==> config.mk <==
export PLATFORM = sky130hd
export DESIGN_NAME = seven_segment_text_encoder_flat
export DESIGN_NICKNAME = d
export VERILOG_FILES = /design/src/rtl/core/ssenc_pkg.sv /design/src/rtl/core/ssenc_channels.sv /design/src/rtl/core/seven_segment_text_encoder.sv /design/src/rtl/core/ssenc_result_queue.sv /design/src/flat_wrapper.sv
export SDC_FILE = /design/constraint.sdc
export NUM_CORES = 1
export LEC_CHECK = 0
export BUFFER_PORTS_ARGS = -buffer_cell sky130_fd_sc_hd__buf_2
export CAP_MARGIN = 30
export CELL_PAD_IN_SITES_DETAIL_PLACEMENT = 1
export CELL_PAD_IN_SITES_GLOBAL_PLACEMENT = 1
export CORE_MARGIN = 2
export CORE_UTILIZATION = 34
export DETAILED_ROUTE_END_ITERATION = 10
export PLACE_DENSITY = 0.61
export SLEW_MARGIN = 30
export SYNTH_ARGS = -nofsm -noshare
export SYNTH_HDL_FRONTEND = slang
export SYNTH_HIERARCHICAL = 1
export SYNTH_SLANG_ARGS = --single-unit
==> constraint.sdc <==
create_clock -name clk -period 12.4 [get_ports clk]
set_input_delay 3.1 -clock clk [delete_from_list [all_inputs] [get_ports clk]]
set_output_delay 3.1 -clock clk [all_outputs]
set_load 0.05 [all_outputs]
==> src/rtl/core/ssenc_pkg.sv <==
// ============================================================================
// ssenc_pkg: shared types and constants of the seven-segment text encoder
// Holds the segment ROM, the character codes that steer the encoder and the
// digit-write record that travels through the result queue.
// ============================================================================
package ssenc_pkg;

    localparam int DIGITS_DEFAULT = 8;
    localparam int POS_W          = 6;
    localparam int QUEUE_DEPTH    = 4;
    localparam int QCNT_W         = $clog2(QUEUE_DEPTH + 1);

    localparam logic [7:0] CHAR_DOT   = 8'h2E;
    localparam logic [7:0] CHAR_SKIP  = 8'h7A;
    localparam logic [6:0] CHAR_BLANK = 7'd32;
    localparam logic [7:0] POINT_BIT  = 8'b1000_0000;

    typedef struct packed {
        logic [3:0] register_address;
        logic [7:0] segment_pattern;
        logic       final_of_run;
    } ssenc_result_t;

    localparam logic [7:0] SEG_ROM [128] = '{
        8'h7E, 8'h30, 8'h6D, 8'h79, 8'h33, 8'h5B, 8'h5F, 8'h70,
        8'h7F, 8'h7B, 8'h77, 8'h1F, 8'h0D, 8'h3D, 8'h4F, 8'h47,
        8'h00, 8'h00, 8'h00, 8'h00, 8'h00, 8'h00, 8'h00, 8'h00,
        8'h00, 8'h00, 8'h00, 8'h00, 8'h00, 8'h00, 8'h00, 8'h00,
        8'h00, 8'h00, 8'h00, 8'h00, 8'h00, 8'h00, 8'h00, 8'h00,
        8'h00, 8'h00, 8'h00, 8'h00, 8'h80, 8'h01, 8'h80, 8'h00,
        8'h7E, 8'h30, 8'h6D, 8'h79, 8'h33, 8'h5B, 8'h5F, 8'h70,
        8'h7F, 8'h7B, 8'h00, 8'h00, 8'h00, 8'h00, 8'h00, 8'h00,
        8'h00, 8'h77, 8'h1F, 8'h0D, 8'h3D, 8'h4F, 8'h47, 8'h00,
        8'h37, 8'h00, 8'h00, 8'h00, 8'h0E, 8'h00, 8'h00, 8'h00,
        8'h67, 8'h00, 8'h00, 8'h00, 8'h00, 8'h00, 8'h00, 8'h00,
        8'h00, 8'h00, 8'h00, 8'h00, 8'h00, 8'h00, 8'h00, 8'h08,
        8'h00, 8'h77, 8'h1F, 8'h0D, 8'h3D, 8'h4F, 8'h47, 8'h00,
        8'h37, 8'h00, 8'h00, 8'h00, 8'h0E, 8'h00, 8'h15, 8'h1D,
        8'h67, 8'h00, 8'h00, 8'h00, 8'h00, 8'h00, 8'h00, 8'h00,
        8'h00, 8'h00, 8'h00, 8'h00, 8'h00, 8'h00, 8'h00, 8'h00
    };

    // Codes above the ROM range show as a blank.
    function automatic logic [7:0] seg_pattern(input logic [7:0] ch);
        logic [6:0] idx;
        idx = ch[7] ? CHAR_BLANK : ch[6:0];
        return SEG_ROM[idx];
    endfunction

endpackage

==> src/rtl/core/ssenc_channels.sv <==
// ============================================================================
// ssenc channels: valid/ready interfaces of the seven-segment text encoder
// The text channel carries message characters, the digit channel carries
// digit-register writes.
// ============================================================================
interface ssenc_text_if;
    logic              valid;
    logic              ready;
    logic [7:0]        character;
    logic signed [4:0] start_position;
    logic              first;
    logic              last;

    modport source (output valid, character, start_position, first, last, input ready);
    modport sink   (input valid, character, start_position, first, last, output ready);
endinterface

interface ssenc_digit_if;
    logic       valid;
    logic       ready;
    logic [3:0] register_address;
    logic [7:0] segment_pattern;
    logic       final_of_run;

    modport source (output valid, register_address, segment_pattern, final_of_run,
                    input ready);
    modport sink   (input valid, register_address, segment_pattern, final_of_run,
                    output ready);
endinterface

==> src/rtl/core/seven_segment_text_encoder.sv <==
// ============================================================================
// seven_segment_text_encoder: text to seven-segment digit-register writes
// Turns a character stream into register writes for a multi-digit driver,
// folding a following dot into the decimal point of the previous digit.
// ============================================================================
// Usage:
// The text channel takes one character per request. A request with first set
// starts a message at start_position; a request with last set ends it and
// flushes the character held back as lookahead. Each request causes zero, one
// or two digit writes on the digit channel; final_of_run marks the last write
// caused by a request.
// The encoder works on a request in the cycle it is accepted: the lookahead
// state, the segment ROM and the position compares all settle in that cycle,
// and the writes enter a four-entry result queue. The first write is
// registered in the queue before it shows on the digit channel.
// Throughput is one request per cycle as long as the digit channel drains:
// text.ready is high while the queue holds two entries or fewer, so the only
// limit is the digit channel's single write per cycle when requests cause
// two writes each.
// Reset clears the lookahead, the position (to zero) and the queue. When the
// digit receiver stalls, the head write holds steady and the queue fills,
// after which text.ready drops until room for two writes opens again.
// ============================================================================
module seven_segment_text_encoder
    import ssenc_pkg::*;
#(
    parameter int DIGITS = DIGITS_DEFAULT
)
(
    input  logic                 clk,
    input  logic                 rst_n,
    ssenc_text_if.sink           text,
    ssenc_digit_if.source        digit
);

    localparam logic signed [POS_W-1:0] POS_LAST = POS_W'(DIGITS);
    localparam logic signed [POS_W-1:0] POS_SAT  = POS_W'(DIGITS + 1);
    localparam logic [3:0]              ADDR_TOP = 4'(DIGITS + 1);

    // Lookahead state.
    logic                     held_valid_reg, held_valid_next;
    logic [7:0]               held_char_reg, held_char_next;
    logic                     held_visible_reg, held_visible_next;
    logic [3:0]               held_addr_reg, held_addr_next;
    logic signed [POS_W-1:0]  position_reg, position_next;

    logic                     accept;
    logic signed [POS_W-1:0]  start_pos;
    logic signed [POS_W-1:0]  pos_eff;
    logic                     held_eff;
    logic                     is_dot;
    logic                     swallow;
    logic                     take;
    logic                     flush_res_valid;
    logic                     last_res_valid;
    ssenc_result_t            flush_res;
    ssenc_result_t            last_res;
    ssenc_result_t            push_a;
    logic [1:0]               push_cnt;
    ssenc_result_t            head;
    logic [QCNT_W-1:0]        q_count;

    assign accept = text.valid && text.ready;

    always_comb
    begin
        // A new message drops any pending character and loads the position,
        // clamped at one past the last digit.
        start_pos = POS_W'(text.start_position);
        if (text.first)
        begin
            held_eff = 1'b0;
            pos_eff  = (start_pos > POS_SAT) ? POS_SAT : start_pos;
        end
        else
        begin
            held_eff = held_valid_reg;
            pos_eff  = position_reg;
        end

        // The pending character is written first, with its point set when a
        // dot follows. A dot after a dot does not get swallowed.
        is_dot          = (text.character == CHAR_DOT);
        flush_res_valid = held_eff && held_visible_reg;
        flush_res.register_address = held_addr_reg;
        flush_res.segment_pattern  = seg_pattern(held_char_reg) | (is_dot ? POINT_BIT : 8'h00);
        swallow = held_eff && is_dot && (held_char_reg != CHAR_DOT);

        // The incoming character is held when it sits at position zero or on
        // the display and is not the skip character.
        take = !swallow && (pos_eff >= 0) && (pos_eff <= POS_LAST)
               && (text.character != CHAR_SKIP);

        held_char_next    = held_char_reg;
        held_visible_next = held_visible_reg;
        held_addr_next    = held_addr_reg;
        if (take)
        begin
            held_char_next    = text.character;
            held_visible_next = (pos_eff >= 1);
            held_addr_next    = ADDR_TOP - pos_eff[3:0];
        end

        position_next = pos_eff;
        if (!swallow && pos_eff <= POS_LAST)
            position_next = pos_eff + POS_W'(1);

        // On the last character the newly held one is flushed without a point.
        last_res_valid = text.last && take && held_visible_next;
        last_res.register_address = held_addr_next;
        last_res.segment_pattern  = seg_pattern(text.character);
        last_res.final_of_run     = 1'b1;
        held_valid_next           = take && !text.last;

        flush_res.final_of_run = !last_res_valid;

        push_a   = flush_res_valid ? flush_res : last_res;
        push_cnt = 2'(flush_res_valid) + 2'(last_res_valid);
        if (!accept)
            push_cnt = 2'd0;
    end

    always_ff @(posedge clk or negedge rst_n)
    begin
        if (!rst_n)
        begin
            held_valid_reg <= 1'b0;
            position_reg   <= '0;
        end
        else if (accept)
        begin
            held_valid_reg <= held_valid_next;
            position_reg   <= position_next;
        end
    end

    always_ff @(posedge clk)
    begin
        if (accept)
        begin
            held_char_reg    <= held_char_next;
            held_visible_reg <= held_visible_next;
            held_addr_reg    <= held_addr_next;
        end
    end

    ssenc_result_queue u_queue (
        .clk      (clk),
        .rst_n    (rst_n),
        .push_cnt (push_cnt),
        .push_a   (push_a),
        .push_b   (last_res),
        .pop      (digit.valid && digit.ready),
        .head     (head),
        .count    (q_count)
    );

    // Room for two writes is needed before a request may enter.
    assign text.ready = (q_count <= QCNT_W'(QUEUE_DEPTH - 2));

    assign digit.valid            = (q_count != '0);
    assign digit.register_address = head.register_address;
    assign digit.segment_pattern  = head.segment_pattern;
    assign digit.final_of_run     = head.final_of_run;

endmodule

==> src/rtl/core/ssenc_result_queue.sv <==
// ============================================================================
// ssenc_result_queue: shifting queue of digit writes
// Takes up to two results per cycle and hands them out one per cycle from
// its head entry while pop is set.
// ============================================================================
module ssenc_result_queue
    import ssenc_pkg::*;
(
    input  logic                clk,
    input  logic                rst_n,
    input  logic [1:0]          push_cnt,
    input  ssenc_result_t       push_a,
    input  ssenc_result_t       push_b,
    input  logic                pop,
    output ssenc_result_t       head,
    output logic [QCNT_W-1:0]   count
);

    ssenc_result_t            entry_reg [QUEUE_DEPTH];
    ssenc_result_t            entry_next [QUEUE_DEPTH];
    logic [QCNT_W-1:0]        count_reg;
    logic [QCNT_W-1:0]        count_next;
    logic [QCNT_W-1:0]        kept;

    // Entries shift toward the head on a pop; new results land right after
    // the entries that stay.
    always_comb
    begin
        kept = count_reg - QCNT_W'(pop);
        for (int i = 0; i < QUEUE_DEPTH; i++)
        begin
            if (pop && i < QUEUE_DEPTH - 1)
                entry_next[i] = entry_reg[i + 1];
            else
                entry_next[i] = entry_reg[i];
            if (push_cnt != 2'd0 && kept == QCNT_W'(i))
                entry_next[i] = push_a;
            if (push_cnt == 2'd2 && kept + QCNT_W'(1) == QCNT_W'(i))
                entry_next[i] = push_b;
        end
        count_next = kept + QCNT_W'(push_cnt);
    end

    always_ff @(posedge clk)
    begin
        entry_reg <= entry_next;
    end

    always_ff @(posedge clk or negedge rst_n)
    begin
        if (!rst_n)
            count_reg <= '0;
        else
            count_reg <= count_next;
    end

    assign head  = entry_reg[0];
    assign count = count_reg;

endmodule

==> src/flat_wrapper.sv <==
// flat-port wrapper written by rule: the top's interface ports become plain ports
module seven_segment_text_encoder_flat import ssenc_pkg::*;
#(
    parameter int DIGITS = DIGITS_DEFAULT
)
  (clk, rst_n, text_valid, text_character, text_start_position, text_first, text_last, text_ready, digit_valid, digit_register_address, digit_segment_pattern, digit_final_of_run, digit_ready);
  ssenc_text_if text_i ();
  ssenc_digit_if digit_i ();
  input  logic clk;
  input  logic rst_n;
  input wire logic [$bits(text_i.valid)-1:0] text_valid;
  input wire logic [$bits(text_i.character)-1:0] text_character;
  input wire logic [$bits(text_i.start_position)-1:0] text_start_position;
  input wire logic [$bits(text_i.first)-1:0] text_first;
  input wire logic [$bits(text_i.last)-1:0] text_last;
  output wire logic [$bits(text_i.ready)-1:0] text_ready;
  output wire logic [$bits(digit_i.valid)-1:0] digit_valid;
  output wire logic [$bits(digit_i.register_address)-1:0] digit_register_address;
  output wire logic [$bits(digit_i.segment_pattern)-1:0] digit_segment_pattern;
  output wire logic [$bits(digit_i.final_of_run)-1:0] digit_final_of_run;
  input wire logic [$bits(digit_i.ready)-1:0] digit_ready;
  assign text_i.valid = text_valid;
  assign text_i.character = text_character;
  assign text_i.start_position = text_start_position;
  assign text_i.first = text_first;
  assign text_i.last = text_last;
  assign text_ready = text_i.ready;
  assign digit_valid = digit_i.valid;
  assign digit_register_address = digit_i.register_address;
  assign digit_segment_pattern = digit_i.segment_pattern;
  assign digit_final_of_run = digit_i.final_of_run;
  assign digit_i.ready = digit_ready;
  seven_segment_text_encoder #(.DIGITS(DIGITS)) u_core (.clk(clk), .rst_n(rst_n), .text(text_i), .digit(digit_i));
endmodule
==> results.yml, run 1 <==
route:
  viasPerCell: 5.99
  drt_iter0_drc: 300
  antenna_left: 0
  dr.pass1.iters: 5
  avgRoutedWirePerCell_um: 20.6
  vias: 5298
  drt_wl_total_um: 18200
  post-route-drc-count: 0
sta:
  fin_tns_setup_ns: 0
  rsz0062_at_grt: "no"
  layout_min_cycle_time_ns: 7.00
  worst_pin_slew_ns: 0.963
  final_max_slew_viol_count: 0
  max_freq_mhz: 143
  slew_headroom_pct: 35.6
  finalCritPeriodShare_pct: 56.5
  hold_violations: 0
  final.setup_skew_ns: 0.00952
  setup_violations: 0
critical_path:
  crit_family: "simple AND/OR/NAND/NOR gates"
  critPathArrivalTime_ns: 7.07
  crit_cells: 15
  ff2ff_path_depth: 13
  endpoint_kind: "register"
  path_max_fanout: 44
  start_kind: "primary input"
  cp_data_required_time_ns: 12.46
  crit_type: "in -> reg"
  path_buf_inv: 5
  cpPeakStageDelay_ns: 0.51
  cpMostUsedCell: "inv_1"
  slowest_stage: "or2_1"
  cp_cell_sequence: "buf_2 > nor2b_1 > a31oi_2 > inv_1 > a2111oi_4 > o21ai_2 > nor3b_1 > ha_1 > inv_1 > nor2_1 > nand3b_1 > buf_4 > or2_1 > o211ai_1 > clkbuf_4"
floorplanning:
  dieArea_sq_um: 19300
  die_y_um: 139
  core_area_sq_um: 17900
  row_count: 49
  ios: 34
  start_util_pct: 34.6
  die_width_um: 139
synth:
  yosysTopAreaCell: "edfxtp_1"
  synth_compound_area_share_pct: 25.1
  synthArstFlopShare_pct: 13.3
  synth-simple-area-share_pct: 19.5
  ys.warnings.count: 6
  synth_top_family_by_area: "compound AO/OA/AOI/OAI gates"
  yosysTopAreaCellShare_pct: 31.5
  syn_inst: 669
  synth_seq_cells: 75
  seq_area_frac_synth_pct: 35.6
  synth.area.mux_share_pct: 5.38
  synthXorXnorAreaFrac_pct: 0.566
  yosys.cell_types.count: 82
  syn_area_per_cell_sq_um: 9.25
  synth.cell_area_sq_um: 6190
  synthTopCellsByArea: "edfxtp_1, ha_1, mux2_2"
  synth_edf_count: 65
  synth_fa_ha_area_share_pct: 4.97
  synthFlopType: "edfxtp_1"
clocking:
  cts_root_buf: "clkbuf_16"
  clock_tree.buffer_depth: 2
  cts.htree.levels: 3
  clkTransAtPathRegs_ns: 0.06
  cts_setup_buffers: 0
  cts_hold_buf: 0
  cts_tree: "built"
  insertion_delay_ns: 0.35
  cts_buffers: 9
  cts_sinks: 75
  ctsResizeCount: 0
grt:
  antenna_found_initial: 0
  grt_max_degree: 70
  grt_pass1_vias: 5380
  grt_pass1_wl_um: 29900
  overflow: 0
  track_usage_pct: 19.2
job:
  max-cap-violations: 0
power:
  p_total_mw: 1.17
  p_per_area_nw_per_um2: 175
  p_leak_nw: 2.27
  irDropWorstVdd_uv: 125
worst_hold_path:
  hold_depth: 2
  hold_class: "reg -> reg"
layout:
  layout-drive-gt1-share_pct: 17.2
  largest_reg_flops: 39
  syn_to_final_growth_pct: 7.72
  multi_input_area_sq_um: 3500
  fill_cells: 2068
  diodes: 0
  regArea_sq_um: 2200
  num-nets-final: 694
run_status:
  status: "completed"
placement:
  gp_congestion: 0.879
  dp_hpwl_um: 13000
  port_buffers: 33
## worst paths after layout
check                                        startpoint                 endpoint  slack [ns]
max in group asynchronous                         rst_n  u_core/u_queue/count[0]        9.58
worst min-delay path             u_core/position_reg[0]   u_core/position_reg[0]        0.52
worst max-delay path                         text_first   u_core/u_queue/head[6]        5.40
worst min register to register   u_core/position_reg[0]   u_core/position_reg[0]        0.52
min in group asynchronous                         rst_n   u_core/position_reg[5]        2.61
worst max register to register  u_core/u_queue/count[2]   u_core/u_queue/head[6]        7.55
## layout by cell type, fill, tap and decap left out, types with 23 or more instances in the layout
cell type and n:
a31oi_1 37, nor3_1 44, nor2_1 23, buf_2 33
mux2_2 24, or4_1 26, o31ai_1 30, ha_1 23
o21ai_0 28, inv_1 40, edfxtp_1 65, a21oi_1 23
nand2_1 27
## layer usage
metal,track usage (%),vias up,routed length [um]
met5,0,-,0
met4,5.58,0,231
met2,30.9,101,8630
met3,3.28,17,637
li1,-,2534,-
met1,26.6,2646,8700
## cells by family after synthesis
| logic type | after synthesis |
|---|---|
| AO/OA/AOI/OAI | 211 |
| XOR/XNOR | 4 |
| adder cells (fa/ha/maj) | 24 |
| buffers and inverters | 115 |
| flip-flops | 75 |
| multiplexers | 30 |
| other | 1 |
| AND/OR/NAND/NOR | 209 |
## tightest hold or removal path, delay by kind of cell, from the launching register on
| kind | cells | cell delay [ns] |
|---|---|---|
| AND/OR/NAND/NOR | 1 | 0.06 |
| flip-flops | 1 | 0.35 |
| AO/OA/AOI/OAI | 1 | 0.07 |
## cell usage after synthesis, types with 6 or more instances
| library cell | instances |
|---|---|
| clkbuf_1 | 33 |
| a31oi_1 | 37 |
| o22ai_1 | 7 |
| edfxtp_1 | 65 |
| o211ai_1 | 7 |
| dfrtp_1 | 10 |
| buf_2 | 18 |
| ha_1 | 23 |
| nand2_1 | 27 |
| nor3_1 | 44 |
| nand3_1 | 20 |
| nor2_1 | 23 |
| nand2b_1 | 14 |
| nor2b_1 | 10 |
| a31oi_2 | 10 |
| buf_4 | 14 |
| o31ai_1 | 30 |
| or4_1 | 26 |
| nand3b_1 | 6 |
| o21ai_0 | 28 |
| inv_1 | 40 |
| a21oi_1 | 23 |
| mux2_2 | 24 |
## where the power goes
part / switching, mW / leakage [nW] / internal (mW)
Clock: 0.109 / 0.136 / 0.157
Combinational: 0.384 / 1.40 / 0.138
Sequential: 0.0332 / 0.734 / 0.346
## through the flow
step	util, %	hold WS (ns)	setup WS (ns)	cell area (sq um)	cells
final	37.2	0.520	5.40	6670	885
after CTS	37.1	0.521	5.33	6640	883
after detailed placement	35.5	0.507	4.94	6350	867
after global placement	35.4	0.493	5.13	6340	867
after floorplan	-	0.442	4.96	6200	672
after global routing	37.2	0.566	4.91	6670	885
## layout make-up
| cell class | instances | share of cell area (%) |
|---|---|---|
| Sequential cell | 75 | 33.0 |
| Inverter | 42 | 2.36 |
| Clock inverter | 5 | 0.938 |
| Timing Repair Buffer | 41 | 3.38 |
| Clock buffer | 11 | 3.49 |
| Multi-Input combinational cell | 482 | 52.5 |
| Tap cell | 229 | 4.30 |
Power figures use the tool's default switching activity.
==> run 2: changes to the inputs <==
- ABC_AREA: default -> 1
- PLACE_DENSITY: 0.61 -> 0.65
- clock period: 12.4 -> 6.86 ns (I/O delays scaled with it)
==> run 2 against run 1 <==
  * Register-to-register slack got worse by 4.6 ns
  * Sequential share of layout area about the same
  * Worst setup slack worse by 3.7 ns
  * Non-clock buffer count fell by 3
  * Count of clock-buffer cells in the layout fell by 1
  * Clock power increased by 92%
  * First-iteration DRC count fell by 33%
  * Combinational power up 51%
  * Total power up 68%
  * Wire length shrank 6.9%
  * Critical path type unchanged
==> results.yml, run 2 <==
power:
  power.switching_uw: 820
  irDropWorstVdd_uv: 167
  p_leak_nw: 3.26
  pwr-share-seq_pct: 33.6
  clkPwrFrac_pct: 26.1
  p_sw_share_pct: 41.8
  p_per_area_nw_per_um2: 294
  p_comb_share_pct: 40.3
  internal_power_mw: 1.14
layout:
  fill_cells: 2222
  mostFrequentLayoutCells: "nand2_1, nand3_1, inv_1"
  layout-drive-gt1-share_pct: 12.1
  largest_reg_flops: 39
  final_common_cell: "nand2_1"
  syn_to_final_growth_pct: 9.35
  diodes: 0
  num-nets-final: 937
synth:
  syn_inst: 880
  synth_edf_count: 65
  seq_area_frac_synth_pct: 36.2
  synth-simple-area-share_pct: 39.0
  synthArstFlopShare_pct: 13.3
  synth_fa_ha_area_share_pct: 5.05
  synthFlopType: "edfxtp_1"
  yosysMostFrequentCell: "nand2_1"
  synthXorXnorAreaFrac_pct: 0.431
  ys.warnings.count: 6
  synth.area.mux_share_pct: 0
  syn_area_per_cell_sq_um: 6.92
  yosysTopAreaCellShare_pct: 32.1
  synth_top_family_by_area: "simple AND/OR/NAND/NOR gates"
  yosysTopAreaCell: "edfxtp_1"
  synth_compound_area_share_pct: 7.40
  synth.cell_area_sq_um: 6090
  yosys.cell_types.count: 46
  synth_seq_cells: 75
  ys_top_cells_by_count: "nand2_1, nand3_1, inv_1"
  synthTopCellsByArea: "edfxtp_1, nand2_1, nand3_1"
critical_path:
  critPathArrivalTime_ns: 5.16
  path_max_fanout: 14
  endpoint_kind: "register"
  r2r_start: "u_core/held_char_reg[7]"
  crit_start: "text_character[7]"
  r2r_slack_ns: 2.92
  ff2ff_path_depth: 16
  crit_type: "in -> reg"
  start_kind: "primary input"
  cp_data_required_time_ns: 6.84
clocking:
  cts_tree: "built"
  cts_buffers: 9
  clock_tree.buffer_depth: 2
  cts_hold_buf: 0
  cts.htree.levels: 3
  insertion_delay_ns: 0.35
  cts_setup_buffers: 0
  clkTransAtPathRegs_ns: 0.06
  cts_sinks: 75
  cts_root_buf: "clkbuf_16"
  ctsResizeCount: 0
sta:
  setup_violations: 0
  rsz0062_at_grt: "no"
  layout_min_cycle_time_ns: 5.17
  max_freq_mhz: 193
  final.setup_skew_ns: 0.00753
  slew_headroom_pct: 53.8
  fin_tns_setup_ns: 0
  worst_pin_slew_ns: 0.692
  setup_ws_ns: 1.69
  hold_violations: 0
  final_max_slew_viol_count: 0
  finalCritPeriodShare_pct: 75.4
floorplanning:
  start_util_pct: 35.0
  die_y_um: 138
  dieArea_sq_um: 19000
  row_count: 48
  die_width_um: 138
  core_area_sq_um: 17400
  ios: 34
placement:
  gp_congestion: 0.909
  pre_cts_ws_ns: 1.31
  port_buffers: 33
  dp_hpwl_um: 13400
run_status:
  status: "completed"
route:
  vias: 5457
  post-route-drc-count: 0
  viasPerCell: 4.85
  dr.pass1.iters: 4
  antenna_left: 0
  drt_iter0_drc: 201
  drt_wl_total_um: 16900
  avgRoutedWirePerCell_um: 15.1
grt:
  overflow: 0
  grt_pass1_wl_um: 28200
  grt_max_degree: 45
  antenna_found_initial: 0
  track_usage_pct: 19.2
  grt_pass1_vias: 5446
worst_hold_path:
  hold_class: "reg -> reg"
  hold_start: "u_core/position_reg[2]"
  hold_depth: 2
job:
  max-cap-violations: 0
run 2: per-layer routing:
| layer | GRT usage (%) | share of wire, % | vias to the layer above |
|---|---|---|---|
| li1 | - | - | 2827 |
| met1 | 26.0 | 49 | 2495 |
| met5 | 0 | 0 | - |
| met4 | 6.63 | 2.2 | 0 |
| met2 | 31.1 | 45 | 113 |
| met3 | 3.24 | 3.8 | 22 |
run 2: critical path, cell delays in order:
cell     delay, ns
buf_2         0.15
inv_2         0.09
nand2_1       0.26
nor2_1        0.28
nand3_2       0.13
nor2_4        0.16
nor2_8        0.06
nand3_4       0.12
inv_2         0.04
o21ai_1       0.11
nor2_1        0.07
ha_1          0.27
inv_1         0.04
nor2_1        0.34
nor2_2        0.15
nor2_4        0.31
nand2_2       0.27
nand3_1       0.57
run 2: path summary, 6_finish.rpt:
path                                      endpoint
max                         u_core/u_queue/head[4]
max in group asynchronous   u_core/position_reg[3]
min in group asynchronous  u_core/u_queue/count[0]
min reg2reg                 u_core/position_reg[2]
max reg2reg                 u_core/u_queue/head[4]
min                         u_core/position_reg[2]
run 2: area by class of cell:
| class | instances | area, sq um | area share, % |
|---|---|---|---|
| Tap cell | 225 | 282 | 4.23 |
| Sequential cell | 75 | 2200 | 33.1 |
| Multi-Input combinational cell | 643 | 3170 | 47.7 |
| Timing Repair Buffer | 38 | 203 | 3.04 |
| Inverter | 127 | 479 | 7.20 |
| Clock inverter | 6 | 90.1 | 1.35 |
| Clock buffer | 10 | 229 | 3.44 |
run 2: kinds of logic after synthesis:
logic type                 count (synthesis)
buffers and inverters                    165
DFF                                       75
AOI/OAI and AO/OA                         77
adders and majority gates                 24
other                                      1
xor gates and xnor gates                   3
and+or+nand+nor                          535
run 2: power groups by stage:
stage / Combinational (mW) / Sequential, mW / Clock (mW)
global placement: 0.791 / 0.666 / 0
CTS: 0.797 / 0.660 / 0.528
global route: 0.897 / 0.670 / 0.541
floorplan: 0.621 / 0.653 / 0
finish: 0.789 / 0.658 / 0.512
detailed placement: 0.795 / 0.668 / 0
run 2: stage by stage:
| stage | instance area (sq um) | std cells | utilization [%] | hold WS, ns | power, mW |
|---|---|---|---|---|---|
| 2_1_floorplan | 6100 | 883 | - | 0.441 | 1.27 |
| 3_3_place_gp | 6340 | 1108 | 36.4 | 0.482 | 1.46 |
| 5_1_grt | 6660 | 1124 | 38.2 | 0.512 | 2.11 |
| 6_report | 6660 | 1124 | 38.2 | 0.497 | 1.96 |
| 3_5_place_dp | 6340 | 1108 | 36.4 | 0.489 | 1.46 |
| 4_1_cts | 6660 | 1124 | 38.2 | 0.503 | 1.98 |
